File: src/rtl/core/edc_pkg.sv
package edc_pkg;

	localparam int DEF_ELEM_BITS = 16;
	localparam int DEF_ACC_BITS = 56;
	localparam int DIST_BITS = 28;
	localparam int OUT_DEPTH = 2;
	localparam int CREDIT_W = $clog2(OUT_DEPTH + 1);

	localparam logic [DIST_BITS-1:0] DIST_MAX = '1;

	typedef struct packed {
		logic valid;
		logic sat;
	} edc_ctl_t;

endpackage

File: src/rtl/core/edc_cell.sv
module edc_cell import edc_pkg::*; #(
	parameter int ROOT_BITS = (DEF_ACC_BITS + 1) / 2
) (
	input  logic                   clk,
	input  logic                   arst_n,
	input  edc_ctl_t               ctl_in,
	input  logic [2*ROOT_BITS-1:0] x_in,
	input  logic [ROOT_BITS:0]     rem_in,
	input  logic [ROOT_BITS-1:0]   root_in,
	output edc_ctl_t               ctl_out,
	output logic [2*ROOT_BITS-1:0] x_out,
	output logic [ROOT_BITS:0]     rem_out,
	output logic [ROOT_BITS-1:0]   root_out
);

	localparam int X_W = 2 * ROOT_BITS;
	localparam int REM_W = ROOT_BITS + 1;
	localparam int TRY_W = REM_W + 2;

	logic [TRY_W-1:0] rem_sh;
	logic [TRY_W-1:0] trial;
	logic [TRY_W-1:0] rem_sub;
	logic             fit;

	// one root bit per cell: bring down two bits, try 4*root+1
	assign rem_sh = {rem_in, x_in[X_W-1 -: 2]};
	assign trial = TRY_W'({root_in, 2'b01});
	assign rem_sub = rem_sh - trial;
	assign fit = (rem_sh >= trial);

	always_ff @(posedge clk or negedge arst_n) begin
		if (!arst_n) begin
			ctl_out <= '0;
		end else begin
			ctl_out <= ctl_in;
		end
	end

	always_ff @(posedge clk) begin
		x_out <= x_in << 2;
		rem_out <= fit ? rem_sub[REM_W-1:0] : rem_sh[REM_W-1:0];
		root_out <= {root_in[ROOT_BITS-2:0], fit};
	end

endmodule

File: src/rtl/core/edc_sqrt.sv
module edc_sqrt import edc_pkg::*; #(
	parameter int ACC_BITS = DEF_ACC_BITS
) (
	input  logic                            clk,
	input  logic                            arst_n,
	input  edc_ctl_t                        ctl_in,
	input  logic [ACC_BITS-1:0]             sum_in,
	output edc_ctl_t                        ctl_out,
	output logic [(ACC_BITS + 1) / 2 - 1:0] root_out
);

	localparam int ROOT_BITS = (ACC_BITS + 1) / 2;
	localparam int X_W = 2 * ROOT_BITS;
	localparam int REM_W = ROOT_BITS + 1;

	edc_ctl_t             ctl_c  [ROOT_BITS+1];
	logic [X_W-1:0]       x_c    [ROOT_BITS+1];
	logic [REM_W-1:0]     rem_c  [ROOT_BITS+1];
	logic [ROOT_BITS-1:0] root_c [ROOT_BITS+1];

	assign ctl_c[0] = ctl_in;
	assign x_c[0] = X_W'(sum_in);
	assign rem_c[0] = '0;
	assign root_c[0] = '0;

	for (genvar i = 0; i < ROOT_BITS; i++) begin : g_cell
		edc_cell #(
			.ROOT_BITS(ROOT_BITS)
		) u_cell (
			.clk     (clk),
			.arst_n  (arst_n),
			.ctl_in  (ctl_c[i]),
			.x_in    (x_c[i]),
			.rem_in  (rem_c[i]),
			.root_in (root_c[i]),
			.ctl_out (ctl_c[i+1]),
			.x_out   (x_c[i+1]),
			.rem_out (rem_c[i+1]),
			.root_out(root_c[i+1])
		);
	end

	assign ctl_out = ctl_c[ROOT_BITS];
	assign root_out = root_c[ROOT_BITS];

endmodule

File: config.mk
export PLATFORM = sky130hd
export DESIGN_NAME = edc_sqrt
export DESIGN_NICKNAME = d
export VERILOG_FILES = /design/src/rtl/core/edc_pkg.sv /design/src/rtl/core/edc_cell.sv /design/src/rtl/core/edc_sqrt.sv
export SDC_FILE = /design/constraint.sdc
export NUM_CORES = 2
export LEC_CHECK = 0
export ABC_AREA = 1
export ABC_CLOCK_PERIOD_IN_PS = 2350
export BUFFER_PORTS_ARGS = -buffer_cell sky130_fd_sc_hd__buf_2
export CAP_MARGIN = 0
export CORE_MARGIN = 8
export CORE_UTILIZATION = 55
export CTS_CLUSTER_SIZE = 28
export DETAILED_ROUTE_END_ITERATION = 7
export HOLD_SLACK_MARGIN = 0.1
export PLACE_DENSITY = 0.71
export SYNTH_ARGS = -nofsm -noshare
export SYNTH_HDL_FRONTEND = slang
export SYNTH_SLANG_ARGS = --single-unit
File: constraint.sdc
create_clock -name clk -period 2.35 [get_ports clk]
set_clock_uncertainty 0.15 [all_clocks]
set_input_delay 0 -clock clk [delete_from_list [all_inputs] [get_ports clk]]
set_output_delay 0 -clock clk [all_outputs]
set_load 0.01 [all_outputs]
==> impl_metrics.py <==
metrics = {
    "route": {
        "wl_microns": 250000,
        "routedWlPerCell_microns": 16.3,
        "vias_per_cell": 5.03,
        "drc": 0,
        "drt-initial-drc-count": 6486,
        "firstDrtPassIters": 6,
        "postRouteAntennaNets": 0,
        "num_vias": 77235,
    },
    "grt": {
        "grt_pass1_vias": 72809,
        "grt-ovfl-total": 0,
        "grt_pass1_wl_microns": 387000,
        "grt_start_max_net_pins": 41,
        "track_usage_pct": 27.6,
        "antenna_found_initial": 0,
    },
    "min_path": {
        "hold_path_class": "flop to flop",
    },
    "setup_path": {
        "cp-end-kind": "flop",
        "start_kind": "flop",
        "arrival_ps": 2900,
        "cp_max_fo": 12,
        "worst-setup-path-type": "flop to flop",
        "cp.required_ps": 2940,
    },
    "place": {
        "dpl.hpwl_microns": 197000,
        "gp_congestion": 0.981,
        "dpl_worst_slack_ps": -138,
        "io_buffers": 89,
    },
    "die": {
        "start_util_pct": 55.4,
        "die_area_sq_um": 173000,
        "die_w_microns": 415,
        "coreArea_sq_um": 158000,
        "die_h_microns": 415,
        "ios": 90,
        "fp-row-count": 146,
    },
    "yosys": {
        "synth_area_sq_um": 87800,
        "syn_avg_cell_area_sq_um": 7.17,
        "yosysTopAreaCellShare_pct": 43.5,
        "synth_fp_nets": 12734,
        "seq_area_frac_synth_pct": 45.1,
        "ys_seq_elements": 1961,
        "syn_inst": 12238,
        "ys_top_cells_by_area": "dfxtp_1, nand2_1, inv_1",
        "ys_warn_count": 0,
        "ys_async_sr_fraction_pct": 2.86,
        "synth_edf_count": 0,
        "ys_types": 55,
        "synth_common_cells": "nand2_1, inv_1, dfxtp_1",
        "yosysMostFrequentCell": "nand2_1",
        "ys.flop_type": "dfxtp_1",
        "synth_top_cell_by_area": "dfxtp_1",
    },
    "pwr": {
        "irDropWorstVdd_uv": 888,
        "power_mw": 106,
        "powerDensity_nw_per_um2": 1010,
        "cellLeakagePower_nw": 56.3,
    },
    "sta": {
        "timing.final.crit_period_ps": 2310,
        "slew_viol_final": 0,
        "fin_setup_tns_ps": 0,
        "worst_pin_slew_ps": 735,
        "fmax_mhz": 432,
        "finalSetupViolations": 0,
        "hold_violations": 0,
        "setup_ws_ps": 36.3,
        "slew_headroom_pct": 50.8,
        "fin_crit_sh_pct": 98.5,
    },
    "cts": {
        "numCtsBuffers": 192,
        "clk_pin_slew_ps": 70,
        "cts_tree": "done",
        "cts_num_sinks": 1961,
        "htreeDepth": 4,
        "cts_root_buffer": "clkbuf_16",
        "clk-insertion-delay-late_ps": 850,
        "clock_path_buffers": 3,
    },
    "finish": {
        "layout-drive-gt1-share_pct": 12.4,
        "num_antenna_cells": 0,
        "syn_to_final_growth_pct": 19.5,
        "final_nets": 13618,
        "nFillCells": 13861,
        "final_core_util_pct": 66.2,
        "regArea_sq_um": 39600,
        "multi_input_area_sq_um": 41300,
    },
    "run_status": {
        "status": "completed",
    },
    "flow_run": {
        "max-cap-violations": 0,
    },
}
-- flip-flops by register name, summed over array words and instances, names as in the netlist --
| register | cells |
|---|---|
| g_cell.u_cell.rem_out | 743 |
| g_cell.u_cell.x_out | 756 |
| g_cell.u_cell.root_out | 406 |
| g_cell.u_cell.ctl_out | 56 |
-- worst paths after layout --
| kind | from | end | slack (ps) | cells past startpoint |
|---|---|---|---|---|
| max in group asynchronous | arst_n | g_cell[5].u_cell.ctl_out[1] | 920 | 4 |
| max reg2reg | g_cell[12].u_cell.root_out[0] | g_cell[13].u_cell.rem_out[6] | 40 | 12 |
| min | g_cell[23].u_cell.x_out[52] | g_cell[24].u_cell.x_out[54] | 150 | 0 |
| min reg2reg | g_cell[23].u_cell.x_out[52] | g_cell[24].u_cell.x_out[54] | 150 | 0 |
| min in group asynchronous | arst_n | g_cell[21].u_cell.ctl_out[1] | 160 | 3 |
| max | g_cell[12].u_cell.root_out[0] | g_cell[13].u_cell.rem_out[6] | 40 | 12 |
-- stage by stage --
stage | hold WS [ps] | std cells | area, sq um
6_report | 152 | 15355 | 105000
5_1_grt | 148 | 15355 | 105000
4_1_cts | 112 | 15330 | 102000
3_5_place_dp | -210 | 14855 | 94400
3_3_place_gp | -224 | 14855 | 94400
2_1_floorplan | -446 | 12238 | 87800
-- final cells by class --
class,count,area share (%)
Multi-Input combinational cell,8009,39.4
Clock inverter,98,1.34
Tap cell,2072,2.47
Timing Repair Buffer,778,6.06
Timing Repair inverter,2,0.0191
Clock buffer,257,5.07
Sequential cell,1961,37.8
Inverter,2178,7.88
-- critical path, cell delays in order, from the launching register on --
cell	delay, ps
dfxtp_2	380
inv_1	70
ha_1	350
o21ai_0	90
nand2_1	110
nand2_1	100
nand3_2	130
nand2_1	100
nand3_1	110
nor2_4	240
buf_12	170
nand2_1	60
o21ai_1	150
-- where the power goes --
part,internal [mW],switching [mW]
registers,39.0,5.29
clock network,18.5,13.5
logic,11.4,18.1
-- metal layers --
| metal | part of all wire, % | GRT usage (%) | vias up |
|---|---|---|---|
| met3 | 6.6 | 3.84 | 443 |
| met1 | 45 | 37.5 | 35123 |
| met5 | 0 | 0 | - |
| met4 | 2.9 | 7.63 | 0 |
| met2 | 46 | 46.0 | 2510 |
| li1 | - | - | 39159 |
-- repair_timing --
item                       in CTS  in global routing
pin swaps                       1                 38
buffers inserted                1                 16
resized for setup              33                498
hold buffers                  119                  0
hold endpoints to repair      115                  0
cloned                          0                  9
setup endpoints to repair     147                620
-- kinds of logic after synthesis --
group,share of synthesized area (%)
flip-flops,45.1
AO/OA/AOI/OAI,4.74
AND/OR/NAND/NOR,30.7
other,0.00427
buffers and inverters,10.3
adder cells (fa/ha/maj),6.22
XOR/XNOR,3.00
-- layout by cell type, fill, tap and decap left out, types with 77 or more instances in the layout --
master,count
nand4_1,153
nand2_1,4221
dfxtp_1,1846
o21ai_0,151
xor2_1,216
a21oi_1,342
nand3b_1,103
nand3_1,670
nor3_1,112
buf_4,526
nor2_2,119
nand2_2,88
ha_1,313
xnor2_1,85
inv_1,2143
ha_4,77
a21oi_2,122
nor2_1,897
dlygate4sd3_1,119
clkbuf_16,197
buf_2,89
(Power assumes the default switching activity.)
