**config.mk**
```make
export PLATFORM = sky130hd
export DESIGN_NAME = edc_outbuf
export DESIGN_NICKNAME = d
export VERILOG_FILES = /design/src/rtl/core/edc_pkg.sv /design/src/rtl/core/edc_outbuf.sv
export SDC_FILE = /design/constraint.sdc
export NUM_CORES = 1
export LEC_CHECK = 0
export ABC_CLOCK_PERIOD_IN_PS = 2900
export BUFFER_PORTS_ARGS = -buffer_cell sky130_fd_sc_hd__buf_2
export CORE_MARGIN = 3
export CORE_UTILIZATION = 40
export DETAILED_ROUTE_END_ITERATION = 8
export SKIP_CTS_REPAIR_TIMING = 1
export SYNTH_ARGS = -nofsm -noshare
export SYNTH_HDL_FRONTEND = slang
export SYNTH_SLANG_ARGS = --single-unit
```
**constraint.sdc**
```tcl
create_clock -name clk -period 2.9 [get_ports clk]
set_input_delay 0.58 -clock clk [delete_from_list [all_inputs] [get_ports clk]]
set_output_delay 0.58 -clock clk [all_outputs]
set_load 0.02 [all_outputs]
```
**src/rtl/core/edc_pkg.sv**
```systemverilog
package edc_pkg;

	localparam int DEF_ELEM_BITS = 16;
	localparam int DEF_ACC_BITS = 56;
	localparam int DIST_BITS = 28;
	localparam int OUT_DEPTH = 2;
	localparam int CREDIT_W = $clog2(OUT_DEPTH + 1);

	localparam logic [DIST_BITS-1:0] DIST_MAX = '1;

	typedef struct packed {
		logic valid;
		logic sat;
	} edc_ctl_t;

endpackage

```
**src/rtl/core/edc_outbuf.sv**
```systemverilog
module edc_outbuf import edc_pkg::*; #(
	parameter int ROOT_BITS = (DEF_ACC_BITS + 1) / 2
) (
	input  logic                 clk,
	input  logic                 arst_n,
	input  edc_ctl_t             ctl_in,
	input  logic [ROOT_BITS-1:0] root_in,
	output logic                 out_valid,
	input  logic                 out_stall,
	output logic [DIST_BITS-1:0] distance,
	output logic                 sum_saturated
);

	localparam int EXT_W = (ROOT_BITS > DIST_BITS) ? ROOT_BITS : DIST_BITS;

	logic [EXT_W-1:0]     root_ext;
	logic                 big;
	logic [DIST_BITS-1:0] dist_in;
	logic                 sat_in;
	logic                 out_valid_q;
	logic                 hold_valid_q;
	logic [DIST_BITS-1:0] dist_q;
	logic                 sat_q;
	logic [DIST_BITS-1:0] hold_dist_q;
	logic                 hold_sat_q;
	logic                 take;
	logic                 out_free;

	// clamp roots that do not fit the distance field
	assign root_ext = EXT_W'(root_in);
	assign big = (root_ext > EXT_W'(DIST_MAX));
	assign dist_in = big ? DIST_MAX : root_ext[DIST_BITS-1:0];
	assign sat_in = ctl_in.sat | big;

	assign take = out_valid_q && !out_stall;
	assign out_free = !out_valid_q || take;

	always_ff @(posedge clk or negedge arst_n) begin
		if (!arst_n) begin
			out_valid_q <= 1'b0;
			hold_valid_q <= 1'b0;
		end else if (out_free) begin
			if (hold_valid_q) begin
				out_valid_q <= 1'b1;
				hold_valid_q <= ctl_in.valid;
			end else begin
				out_valid_q <= ctl_in.valid;
			end
		end else if (ctl_in.valid) begin
			hold_valid_q <= 1'b1;
		end
	end

	always_ff @(posedge clk) begin
		if (out_free) begin
			if (hold_valid_q) begin
				dist_q <= hold_dist_q;
				sat_q <= hold_sat_q;
				hold_dist_q <= dist_in;
				hold_sat_q <= sat_in;
			end else begin
				dist_q <= dist_in;
				sat_q <= sat_in;
			end
		end else if (ctl_in.valid) begin
			hold_dist_q <= dist_in;
			hold_sat_q <= sat_in;
		end
	end

	assign out_valid = out_valid_q;
	assign distance = dist_q;
	assign sum_saturated = sat_q;

endmodule

```
==> results.py, run 1 <==
metrics = {
    "timing": {
        "fin_crit_sh": 0.582,
        "report.final.slew_viol_count": 0,
        "setup_violations": 0,
        "finalHoldViolCount": 0,
        "fmax_ghz": 0.593,
        "finalClockSkew_ps": 5.61,
        "post-route-min-period_ps": 1690,
        "setup_tns_ps": 0,
        "whs_ps": 39.1,
        "max-slew-margin-rel": 0.595,
        "tightest_slew_ps": 607,
        "rsz0062_at_grt": "false",
    },
    "grt": {
        "grtUsageTotal": 0.112,
        "grt.overflow.total": 0,
        "antenna_found_initial": 0,
        "grt_pass1_wl_mm": 6.00,
        "grt_start_max_net_pins": 30,
        "grt_pass1_vias": 1203,
    },
    "floorplan": {
        "die_w_um": 84.0,
        "pin_count": 63,
        "fp.dieArea_mm2": 0.00705,
        "dieHeight_um": 84.0,
        "core_area_mm2": 0.00571,
        "rows": 27,
        "start_util": 0.426,
    },
    "clocking": {
        "clock_sinks": 60,
        "numCtsBuffers": 9,
        "max-clock-path-buffers": 2,
        "clock_latency_ps": 320,
        "path_clk_slew_ps": 60,
        "htreeDepth": 3,
        "cts_tree": "done",
        "cts-root-buf": "clkbuf_8",
    },
    "logic_synthesis": {
        "synth_area_per_cell_um2": 19.0,
        "synth.top_cell.area_share": 0.716,
        "synthDistinctLibCells": 13,
        "netlist_area_mm2": 0.00243,
        "synthFlopType": "edfxtp_1",
        "syn_nets": 161,
        "synth_area_leaders": "edfxtp_1, mux2_4, clkbuf_1",
        "ys.warnings.count": 0,
        "async_flop_share": 0.0333,
        "yosysMostFrequentCell": "edfxtp_1",
        "yosys_register_bits": 60,
        "synth_edf_count": 58,
        "netlist_instances": 128,
        "yosysTopAreaCell": "edfxtp_1",
        "synth_top_cells_by_count": "edfxtp_1, clkbuf_1, mux2_4",
        "ys_seq_area_frac": 0.737,
    },
    "power": {
        "powerDensity_mw_per_mm2": 703,
        "p_leak_nw": 1.16,
        "ir_worst_vdd_uv": 284,
    },
    "placed_design": {
        "routabilityCongestion": 0.729,
        "io_buffers": 62,
        "dp_hpwl_mm": 2.70,
    },
    "route": {
        "vias_per_cell": 4.60,
        "drc_errors": 0,
        "wl_per_cell_um": 15.1,
        "dr.pass1.iters": 4,
        "initialDrtViolationCount": 92,
        "wl_mm": 3.74,
        "vias": 1137,
        "ant_nets": 0,
    },
    "final_layout": {
        "n_fill_cell": 492,
        "num-nets-final": 205,
        "drive_gt1_frac": 0.617,
        "antenna_cells": 0,
        "register_area_mm2": 0.00179,
        "multiInputGateArea_um2": 464,
        "syn_to_final_growth_pct": 17.0,
    },
    "setup_path": {
        "setup.worst_path.end_class": "register",
        "crit_path_top_delay_cell": "dfrtp_2",
        "startpoint": "hold_valid_q$_DFFE_PN0P_",
        "path_cells": "buf_4, mux2_4",
        "path_class": "register to register",
        "start_kind": "register",
        "required_ps": 2960,
        "timing.rr.start": "hold_valid_q$_DFFE_PN0P_",
        "crit_buf_inv": 1,
        "critPathTopFamily": "flip-flops",
        "crit_fanout": 22,
        "cp_slowest_stage_delay_ps": 760,
        "arrival_ps": 1750,
    },
    "outcome": {
        "status": "complete, no violations",
    },
    "run": {
        "cap_violations": 0,
    },
    "worst_hold_path": {
        "hp-class": "input port to async pin",
    },
}
==> state kept, by name, summed over array words and instances (netlist names) <==
signal         flops
distance          28
hold_dist_q       28
sum_saturated      1
out_valid          1
hold_valid_q       1
hold_sat_q         1
==> power breakdown <==
| part | switching [mW] | internal [mW] | total, mW |
|---|---|---|---|
| logic | 0.163 | 0.155 | 0.318 |
| registers | 0.0433 | 1.08 | 1.12 |
| clock network | 0.274 | 0.288 | 0.562 |
| total | 0.481 | 1.52 | 2.00 |
==> cell families after synthesis <==
logic type      Yosys count  synth area share
flops                    60             0.737
buf+inv                  33            0.0721
mux                      30             0.181
compound gates            2           0.00463
simple gates              3           0.00566
==> worst paths after layout <==
kind | end | cells after the start | slack (ps)
worst max-delay path | distance[6]$_DFFE_PN_ | 2 | 1210
worst min-delay path | hold_valid_q$_DFFE_PN0P_ | 1 | 40
worst max register to register | distance[6]$_DFFE_PN_ | 2 | 1210
worst min register to register | distance[21]$_DFFE_PN_ | 1 | 540
max in group asynchronous | hold_valid_q$_DFFE_PN0P_ | 1 | 2750
min in group clk | hold_dist_q[13]$_DFFE_PP_ | 1 | 450
==> layout make-up <==
cell class                 count  share of cell area
clock buffer                   9              0.0435
clock inverter                 5             0.00748
multi-input combinational     35               0.163
sequential                    60               0.630
tap                           72              0.0317
timing repair buffer          66               0.124
==> stage by stage <==
stage	area, um2	instances	total power, mW	setup slack (ps)	utilization
2_1_floorplan	2430	128	1.38	647	-
3_3_place_gp	2700	233	1.45	1250	0.473
3_5_place_dp	2700	233	1.47	1200	0.473
4_1_cts	2850	247	2.03	1190	0.498
5_1_grt	2850	247	2.10	1140	0.498
6_report	2850	247	2.00	1210	0.498
==> cell usage in the layout, fill, tap and decap left out, drive strengths merged <==
cell / synthesis / routed
clkbuf: 29 / 9
a21oi: 1 / 1
edfxtp: 58 / 58
nand2: 1 / 1
a31oi: 1 / 1
dfrtp: 2 / 2
mux2: 30 / 30
buf: 4 / 66
clkinv: 0 / 5
nand2b: 1 / 1
nor2: 1 / 1
==> routing by layer <==
layer	up-vias	routed length, um	GRT usage
met3	6	344	0.0503
met5	-	0	0
met1	546	1650	0.145
met4	0	65	0.0658
li1	535	-	-
met2	50	1680	0.155
No activity file was read; power rests on OpenSTA's default activity.
==> run 2: changes to the inputs <==
Settings changed: ABC_CLOCK_PERIOD_IN_PS 2900 to 1600.
Clock period 2.9 ns to 1.6 ns, I/O delays scaled along.
==> run 2 against run 1 <==
Against the previous run:
- final cell count up 0.40%
- cell area up 1.6%
- die area unchanged
- clock power up 120%
==> results.py, run 2 (synthesis gave the netlist of run 1 again) <==
metrics = {
    "worst_hold_path": {
        "hp-class": "input port to register",
    },
    "clocking": {
        "cts_tree": "done",
        "clock_sinks": 60,
        "max-clock-path-buffers": 2,
        "clock_latency_ps": 320,
        "htreeDepth": 3,
        "numCtsBuffers": 9,
        "cts-root-buf": "clkbuf_8",
        "path_clk_slew_ps": 60,
    },
    "setup_path": {
        "start_kind": "register",
        "setup.worst_path.end_class": "register",
        "crit_path_top_delay_cell": "mux2_4",
        "critPathTopFamily": "multiplexers",
        "crit_fanout": 29,
        "required_ps": 1580,
        "path_cells": "nand2_4, mux2_4",
        "cp_slowest_stage_delay_ps": 450,
        "path_class": "register to register",
        "crit_buf_inv": 0,
        "arrival_ps": 1280,
    },
    "route": {
        "wl_mm": 3.82,
        "initialDrtViolationCount": 52,
        "drc_errors": 0,
        "vias": 1134,
        "ant_nets": 0,
        "dr.pass1.iters": 4,
        "wl_per_cell_um": 15.4,
        "vias_per_cell": 4.57,
    },
    "floorplan": {
        "core_area_mm2": 0.00571,
        "dieHeight_um": 84.0,
        "pin_count": 63,
        "start_util": 0.426,
        "fp.dieArea_mm2": 0.00705,
        "rows": 27,
        "die_w_um": 84.0,
    },
    "timing": {
        "max-slew-margin-rel": 0.738,
        "finalHoldViolCount": 0,
        "fmax_ghz": 0.768,
        "setup_tns_ps": 0,
        "fin_crit_sh": 0.814,
        "tightest_slew_ps": 393,
        "post-route-min-period_ps": 1300,
        "finalClockSkew_ps": 5.08,
        "rsz0062_at_grt": "false",
        "whs_ps": 185,
        "setup_violations": 0,
        "report.final.slew_viol_count": 0,
    },
    "final_layout": {
        "drive_gt1_frac": 0.625,
        "syn_to_final_growth_pct": 18.9,
        "final_common_cell": "buf_2",
        "mostFrequentLayoutCells": "buf_2, edfxtp_1, mux2_4",
        "n_fill_cell": 488,
        "antenna_cells": 0,
        "num-nets-final": 204,
    },
    "grt": {
        "grt.overflow.total": 0,
        "antenna_found_initial": 0,
        "grt_pass1_wl_mm": 6.00,
        "grt_pass1_vias": 1157,
        "grt_start_max_net_pins": 30,
        "grtUsageTotal": 0.115,
    },
    "power": {
        "powerDensity_mw_per_mm2": 1340,
        "ir_worst_vdd_uv": 627,
        "p_leak_nw": 1.18,
    },
    "placed_design": {
        "routabilityCongestion": 0.739,
        "dp_hpwl_mm": 2.58,
        "io_buffers": 62,
    },
    "outcome": {
        "status": "complete, no violations",
    },
    "run": {
        "cap_violations": 0,
    },
}
[run 2: changes by cell type in the layout (fill, tap and decap cells not counted), sizes merged]
cell,change
buf,-2
bufinv,+1
clkbuf,+2
clkinv,-2
clkinvlp,+1
dlygate4sd3,+1
[run 2: final timing paths]
path / to / from / cells past startpoint / slack (ps)
max: hold_dist_q[2]$_DFFE_PP_ / out_valid$_DFFE_PN0N_ / 2 / 300
min: hold_sat_q$_DFFE_PP_ / ctl_in[0] / 1 / 190
min in group asynchronous: out_valid$_DFFE_PN0N_ / arst_n / 2 / 320
max in group asynchronous: hold_valid_q$_DFFE_PN0P_ / arst_n / 2 / 1170
min reg2reg: distance[2]$_DFFE_PN_ / hold_dist_q[2]$_DFFE_PP_ / 1 / 550
max reg2reg: hold_dist_q[2]$_DFFE_PP_ / out_valid$_DFFE_PN0N_ / 2 / 300
[run 2: stage by stage]
step	utilization	power [mW]	cell area [um2]	worst slack (ps)	cells
final	0.506	3.87	2890	297	248
after global routing	0.506	4.04	2890	222	248
after CTS	0.504	3.92	2880	288	247
after detailed placement	0.472	2.65	2700	275	231
after global placement	0.472	2.63	2700	306	231
after floorplan	-	2.50	2440	67.8	128
[run 2: metal layers]
metal | routed length, um | track usage | vias to the layer above
met2 | 1700 | 0.163 | 61
met3 | 424 | 0.0454 | 9
li1 | - | - | 538
met4 | 64 | 0.0746 | 0
met5 | 0 | 0 | -
met1 | 1640 | 0.146 | 526
[run 2: layout make-up]
cell class                      instances  area [um2]  area share
Clock inverter                          5        52.6      0.0182
Multi-Input combinational cell         35         475       0.165
Tap cell                               72        90.1      0.0312
Timing Repair Buffer                   65         348       0.120
Clock buffer                           11         131      0.0455
Sequential cell                        60        1790       0.620
[run 2: power by group]
group	leakage (nW)	total, mW	switching (mW)	internal, mW
Clock	0.0931	1.26	0.548	0.711
Sequential	0.589	2.00	0.0492	1.95
Combinational	0.496	0.602	0.327	0.275
Total	1.18	3.87	0.924	2.94
