[src/rtl/core/edc_pkg.sv]
package edc_pkg;

	localparam int DEF_ELEM_BITS = 16;
	localparam int DEF_ACC_BITS = 56;
	localparam int DIST_BITS = 28;
	localparam int OUT_DEPTH = 2;
	localparam int CREDIT_W = $clog2(OUT_DEPTH + 1);

	localparam logic [DIST_BITS-1:0] DIST_MAX = '1;

	typedef struct packed {
		logic valid;
		logic sat;
	} edc_ctl_t;

endpackage

[src/rtl/core/edc_accum.sv]
module edc_accum import edc_pkg::*; #(
	parameter int ELEM_BITS = DEF_ELEM_BITS,
	parameter int ACC_BITS = DEF_ACC_BITS
) (
	input  logic                 clk,
	input  logic                 arst_n,
	input  logic                 in_fire,
	input  logic [ELEM_BITS-1:0] coord_a,
	input  logic [ELEM_BITS-1:0] coord_b,
	input  logic                 last_elem,
	output edc_ctl_t             ctl_s3,
	output logic [ACC_BITS-1:0]  sum_s3
);

	localparam int MAG_W = ELEM_BITS + 1;
	localparam int SQ_W = 2 * MAG_W;
	localparam int ADD_W = ((SQ_W > ACC_BITS) ? SQ_W : ACC_BITS) + 1;

	logic [MAG_W-1:0]    diff;
	logic [MAG_W-1:0]    mag;
	logic [MAG_W-1:0]    mag_s1;
	logic                last_s1;
	logic                valid_s1;
	logic [SQ_W-1:0]     sq_s2;
	logic                last_s2;
	logic                valid_s2;
	logic [ACC_BITS-1:0] sum_q;
	logic                ovf_q;
	logic [ADD_W-1:0]    total;
	logic                over;
	logic [ACC_BITS-1:0] sum_nx;
	logic                ovf_nx;

	assign diff = {coord_a[ELEM_BITS-1], coord_a} - {coord_b[ELEM_BITS-1], coord_b};
	assign mag = diff[MAG_W-1] ? (-diff) : diff;

	// saturating add of the square into the running sum
	assign total = ADD_W'(sum_q) + ADD_W'(sq_s2);
	assign over = |total[ADD_W-1:ACC_BITS];
	assign sum_nx = over ? '1 : total[ACC_BITS-1:0];
	assign ovf_nx = ovf_q | over;

	always_ff @(posedge clk or negedge arst_n) begin
		if (!arst_n) begin
			valid_s1 <= 1'b0;
			valid_s2 <= 1'b0;
			sum_q <= '0;
			ovf_q <= 1'b0;
			ctl_s3 <= '0;
		end else begin
			valid_s1 <= in_fire;
			valid_s2 <= valid_s1;
			ctl_s3.valid <= valid_s2 && last_s2;
			ctl_s3.sat <= ovf_nx;
			if (valid_s2) begin
				if (last_s2) begin
					sum_q <= '0;
					ovf_q <= 1'b0;
				end else begin
					sum_q <= sum_nx;
					ovf_q <= ovf_nx;
				end
			end
		end
	end

	always_ff @(posedge clk) begin
		if (in_fire) begin
			mag_s1 <= mag;
			last_s1 <= last_elem;
		end
		sq_s2 <= SQ_W'(mag_s1) * SQ_W'(mag_s1);
		last_s2 <= last_s1;
		sum_s3 <= sum_nx;
	end

endmodule

[config.mk]
export PLATFORM = sky130hd
export DESIGN_NAME = edc_accum
export DESIGN_NICKNAME = d
export VERILOG_FILES = /design/src/rtl/core/edc_pkg.sv /design/src/rtl/core/edc_accum.sv
export SDC_FILE = /design/constraint.sdc
export NUM_CORES = 1
export LEC_CHECK = 0
export BUFFER_PORTS_ARGS = -buffer_cell sky130_fd_sc_hd__buf_2
export CAP_MARGIN = 30
export CORE_ASPECT_RATIO = 1.2
export CORE_MARGIN = 3
export CORE_UTILIZATION = 45
export CTS_BUF_LIST = sky130_fd_sc_hd__clkbuf_8
export DETAILED_ROUTE_END_ITERATION = 8
export GPL_TIMING_DRIVEN = 1
export PLACE_DENSITY_LB_ADDON = 0.05
export SYNTH_ARGS = -nofsm -noshare
export SYNTH_HDL_FRONTEND = slang
export SYNTH_SLANG_ARGS = --single-unit
[constraint.sdc]
create_clock -name clk -period 11.3 [get_ports clk]
set_input_delay 1.695 -clock clk [delete_from_list [all_inputs] [get_ports clk]]
set_output_delay 1.695 -clock clk [all_outputs]
set_load 0.05 [all_outputs]
==> impl_metrics.json, run 1 <==
{
  "die_area_sq_um": 39000,
  "worstPathCellList": "nand2_1 -> fa_1 -> fa_1 -> fa_1 -> inv_1 -> fa_1 -> fa_1 -> inv_1 -> fa_1 -> inv_1 -> ha_1 -> a21o_1 -> a21o_1 -> a211o_1 -> a311oi_1 -> a21oi_1 -> o221ai_1 -> o21bai_1 -> xor2_1",
  "grt_usage": 0.186,
  "wire_per_inst_um": 14.9,
  "hp-start": "last_s1",
  "cap_violations": 0,
  "tightest_slew_ns": 0.840,
  "ant_nets": 0,
  "final_util": 0.493,
  "synth_edf_count": 18,
  "setup_viol": 0,
  "core_sq_um": 36000,
  "crit_buf_inv": 3,
  "port_buffers": 93,
  "layout.nets": 2226,
  "synth_flop_cell": "dfxtp_1",
  "dr.first_iter.drc_count": 603,
  "die_w_um": 181,
  "drc": 0,
  "whs_endpoint": "last_s2",
  "gp_congestion": 0.814,
  "grt_pass1_wl_um": 60200,
  "hp-class": "flip-flop to flip-flop",
  "cp_common_cell": "fa_1",
  "syn_inst": 1776,
  "worstReg2RegStart": "mag_s1[14]",
  "ys_async_sr_fraction": 0.361,
  "post-route-min-period_ns": 6.88,
  "die_h_um": 216,
  "clk_pin_slew_ns": 0.09,
  "crit_slowest_cell": "edfxtp_1",
  "synthToLayoutAreaGrowth_pct": 7.71,
  "grt_setup_unrepaired": "false",
  "cp_data_arrival_time_ns": 7.24,
  "status": "complete, no violations",
  "slew_violations": 0,
  "reg2regPathDepth": 19,
  "ys_top_cells_by_area": "fa_1 (23%), ha_1 (12%), dfxtp_1 (11%), dfrtp_1 (9.3%), inv_1 (7.4%)",
  "synth_top_area_frac": 0.233,
  "drt_wl_total_um": 34700,
  "io_pins": 94,
  "syn_nets": 2161,
  "seq_area_frac_synth": 0.235,
  "postCtsSetupBuffers": 0,
  "r2r_end": "sq_s2[31]",
  "grt_max_degree": 68,
  "crit_path_end_kind": "flip-flop",
  "max_freq_mhz": 145,
  "required_ns": 11.66,
  "stdcell_area_sq_um": 17700,
  "hold_buffers": 0,
  "ys_types": 65,
  "syn_avg_cell_area_sq_um": 9.28,
  "cp_max_fo": 19,
  "vias": 11700,
  "num_rows": 76,
  "cts-root-buf": "clkbuf_8",
  "start_util": 0.457,
  "grt_pass1_vias": 12500,
  "synth_top_cell_by_area": "fa_1",
  "synth_most_common_cell": "inv_1",
  "synth-seq-cells": 169,
  "htreeDepth": 4,
  "finalSetupTns_ns": 0,
  "crit_path_start_kind": "flip-flop",
  "cts_tree": "built",
  "final.period_utilization": 0.609,
  "dpl.hpwl_um": 27600,
  "clock_latency_ns": 0.49,
  "whs_path_depth": 0,
  "yosysWarningCount": 0,
  "max_slew_margin": 0.440,
  "antenna_found_initial": 0,
  "crit_family": "adder cells",
  "skew_ns": 0.0168,
  "first_pass_iters": 5,
  "vias_per_cell": 5.05,
  "cpPeakStageDelay_ns": 0.91,
  "rrSetupSlack_ns": 4.42,
  "post_cts_resize_count": 0,
  "netlist_area_sq_um": 16500,
  "ys_top_cells_by_count": "inv_1 (326), fa_1 (192), nand2_1 (187)",
  "cts_made_buffers": 17,
  "cts.path.max_buffers": 2,
  "layout-drive-gt1-share": 0.0976,
  "cts_sinks": 169,
  "hold_viol": 0,
  "overflow": 0,
  "critPathKind": "flip-flop to flip-flop",
  "place_area_sq_um": 17400
}
## cells by family after synthesis
family,Yosys count,share of synthesized area
xor+xnor,104,0.0553
fa+ha+maj,349,0.352
buf+inv,379,0.0863
compound gates,311,0.120
flops,169,0.235
mux,35,0.0238
simple gates,429,0.127
## layout by cell type (no fill, tap or decap), types with 34 or more instances in the layout
cell,Yosys,routed
a21oi_1,118,118
dfxtp_1,90,90
buf_2,0,93
nand2_1,187,187
o21ai_0,46,46
xnor2_1,74,74
and2_1,73,73
fa_1,192,192
ha_1,157,157
nor2_1,51,51
inv_1,326,328
mux2_2,34,34
dfrtp_1,61,60
## metal layers
metal	track usage	share of wire
met2	0.325	0.49
met5	0	0
met4	0.0509	0.019
met1	0.242	0.47
met3	0.0251	0.026
## worst max path at each step
stage,startpoint,end,slack [ns],cells after the start
2_1_floorplan,mag_s1[2],sq_s2[31],5.16,21
3_3_place_gp,mag_s1[2],sq_s2[32],4.52,21
3_5_place_dp,mag_s1[2],sq_s2[32],4.40,21
4_1_cts,mag_s1[2],sq_s2[32],4.39,21
5_1_grt,mag_s1[2],sq_s2[32],4.03,21
6_report,mag_s1[14],sq_s2[31],4.42,19
## area by class of cell
class,instances,area [sq um]
diodes,1,2.50
clock buffers,18,248
clock inverters,14,121
fillers,3508,18300
inverters,326,1220
multi-input cells,1228,11200
flip-flops and latches,169,3870
well taps,468,586
repair buffers,99,510
## through the flow
| step | hold slack [ns] | cells | setup WS [ns] |
|---|---|---|---|
| after floorplan | 0.323 | 1776 | 5.16 |
| after global placement | 0.324 | 2289 | 4.52 |
| after detailed placement | 0.330 | 2290 | 4.40 |
| after CTS | 0.346 | 2322 | 4.39 |
| after global routing | 0.345 | 2322 | 4.03 |
| final | 0.345 | 2323 | 4.42 |
## registers in the layout, indices dropped and copies added, names as in the netlist
register  flops
mag_s1       17
sum_s3       56
valid_s1      1
sum_q        56
last_s1       1
sq_s2        33
ovf_q         1
last_s2       1
ctl_s3        2
valid_s2      1
Power of run 1 is left out: the tool's default activity adds up to more than one toggle a clock period on the data nets, which glitch-free logic cannot reach.
==> run 2: changes to the inputs <==
==> constraint.sdc (replaced) <==
create_clock -name clk -period 5.6 [get_ports clk]
set_input_delay 0.84 -clock clk [delete_from_list [all_inputs] [get_ports clk]]
set_output_delay 0.84 -clock clk [all_outputs]
set_load 0.05 [all_outputs]
==> run 2 against run 1 <==
Against the previous run:
- the run now ends with setup timing left
- worst setup slack lost 4.6 ns
- critical path type unchanged
- die area is the same
- cell area grew 9.9%
- sequential cell count is the same
- utilization grew 4.9 points
==> impl_metrics.json, run 2 (same netlist as run 1, synthesis figures left out) <==
{
  "grt_pass1_vias": 13400,
  "dr.first_iter.drc_count": 570,
  "cts_sinks": 169,
  "vias": 12400,
  "violations": "setup timing",
  "cts_tree": "built",
  "final_common_cell": "inv_1",
  "post-route-min-period_ns": 5.77,
  "diodes": 0,
  "cp_data_arrival_time_ns": 6.18,
  "hold_viol": 0,
  "max_freq_mhz": 173,
  "max_slew_margin": 0.432,
  "cpPeakStageDelay_ns": 0.52,
  "die_h_um": 216,
  "crit_slowest_cell": "fa_1",
  "clk_pin_slew_ns": 0.11,
  "cts.path.max_buffers": 2,
  "setup_ws_ns": -0.173,
  "dpl.hpwl_um": 29600,
  "synthToLayoutAreaGrowth_pct": 18.4,
  "core_sq_um": 36000,
  "grt_max_degree": 62,
  "antenna_found_initial": 0,
  "cp_max_fo": 7,
  "grt_pass1_wl_um": 63300,
  "die_w_um": 181,
  "crit_path_end_kind": "flip-flop",
  "fill_cells": 3361,
  "grt_usage": 0.195,
  "worstPathCellList": "and2_4 -> inv_2 -> fa_1 -> inv_1 -> fa_1 -> fa_1 -> fa_1 -> fa_1 -> inv_1 -> fa_1 -> inv_2 -> ha_4 -> a21o_1 -> a21o_1 -> a211o_1 -> a311oi_2 -> buf_4 -> a21oi_2 -> o31ai_4 -> nand3_1 -> o311ai_1",
  "cts_made_buffers": 17,
  "crit_path_start_kind": "flip-flop",
  "cp_common_cell": "fa_1",
  "fin_hold_ws_ns": 0.353,
  "htreeDepth": 4,
  "reg_top3": "sum_q (56), sum_s3 (56), sq_s2 (33)",
  "first_pass_iters": 5,
  "slew_violations": 0,
  "layout-drive-gt1-share": 0.218,
  "drc": 0,
  "cap_violations": 0,
  "wire_per_inst_um": 14.7,
  "final.period_utilization": 1.03,
  "skew_ns": 0.0187,
  "port_buffers": 93,
  "dp_worst_setup_slack_ns": -0.356,
  "hp-class": "flip-flop to flip-flop",
  "critPathKind": "flip-flop to flip-flop",
  "start_util": 0.457,
  "required_ns": 6.01,
  "num_rows": 76,
  "io_pins": 94,
  "setup_viol": 9,
  "cts-root-buf": "clkbuf_8",
  "gp_congestion": 0.822,
  "ant_nets": 0,
  "drt_wl_total_um": 36500,
  "layout.nets": 2389,
  "status": "finished with violations",
  "hold_buffers": 0,
  "die_area_sq_um": 39000,
  "tightest_slew_ns": 0.852,
  "clock_latency_ns": 0.49,
  "grt_setup_unrepaired": "true",
  "vias_per_cell": 4.99,
  "final_cell_mix": "inv_1 (304), fa_1 (181), nand2_1 (174)",
  "overflow": 0
}
==> run 2: per-layer routing <==
layer / share of wire / track usage / up-vias
li1: - / - / 6222
met1: 0.45 / 0.244 / 5928
met2: 0.50 / 0.354 / 218
met3: 0.025 / 0.0197 / 43
met4: 0.022 / 0.0584 / 0
met5: 0 / 0 / -
==> run 2: worst max-delay path, delay by kind of cell, from the launching register on <==
family	cells	cell delay [ns]
adder cells (fa/ha/maj)	7	3.18
AO/OA/AOI/OAI	7	1.33
flip-flops	1	0.51
buffers and inverters	5	0.35
AND/OR/NAND/NOR	2	0.31
==> run 2: final cells by class <==
type / instances / area (sq um) / share of cell area
well taps: 468 / 586 / 0.0300
inverters: 326 / 1220 / 0.0627
clock inverters: 15 / 154 / 0.00789
clock buffers: 17 / 234 / 0.0120
multi-input cells: 1228 / 11600 / 0.596
repair buffers: 262 / 1820 / 0.0932
flip-flops and latches: 169 / 3870 / 0.198
==> run 2: final timing paths <==
check                           start         to  slack, ns  cells past startpoint
setup / recovery           mag_s1[10]  sq_s2[27]      -0.17                     21
hold / removal                last_s1    last_s2       0.35                      0
setup reg to reg           mag_s1[10]  sq_s2[27]      -0.17                     21
hold reg to reg               last_s1    last_s2       0.35                      0
max in group asynchronous      arst_n   valid_s2       4.49                      2
min in group asynchronous      arst_n   sum_q[6]       0.52                      2
==> run 2: through the flow <==
stage / instances / util / TNS (ns) / instance area [sq um]
2_1_floorplan: 1776 / - / -0.0702 / 16700
4_1_cts: 2481 / 0.537 / -0.921 / 19400
3_5_place_dp: 2424 / 0.515 / -3.43 / 18500
3_3_place_gp: 2422 / 0.514 / -2.76 / 18500
6_report: 2485 / 0.541 / -0.905 / 19500
5_1_grt: 2485 / 0.541 / -4.02 / 19500
==> run 2: timing repair <==
action	4_1_cts	5_1_grt
setup buffers	25	4
pin swaps	41	14
resized for setup	75	26
setup endpoints to repair	16	17
Power of run 2 is left out for the same reason.
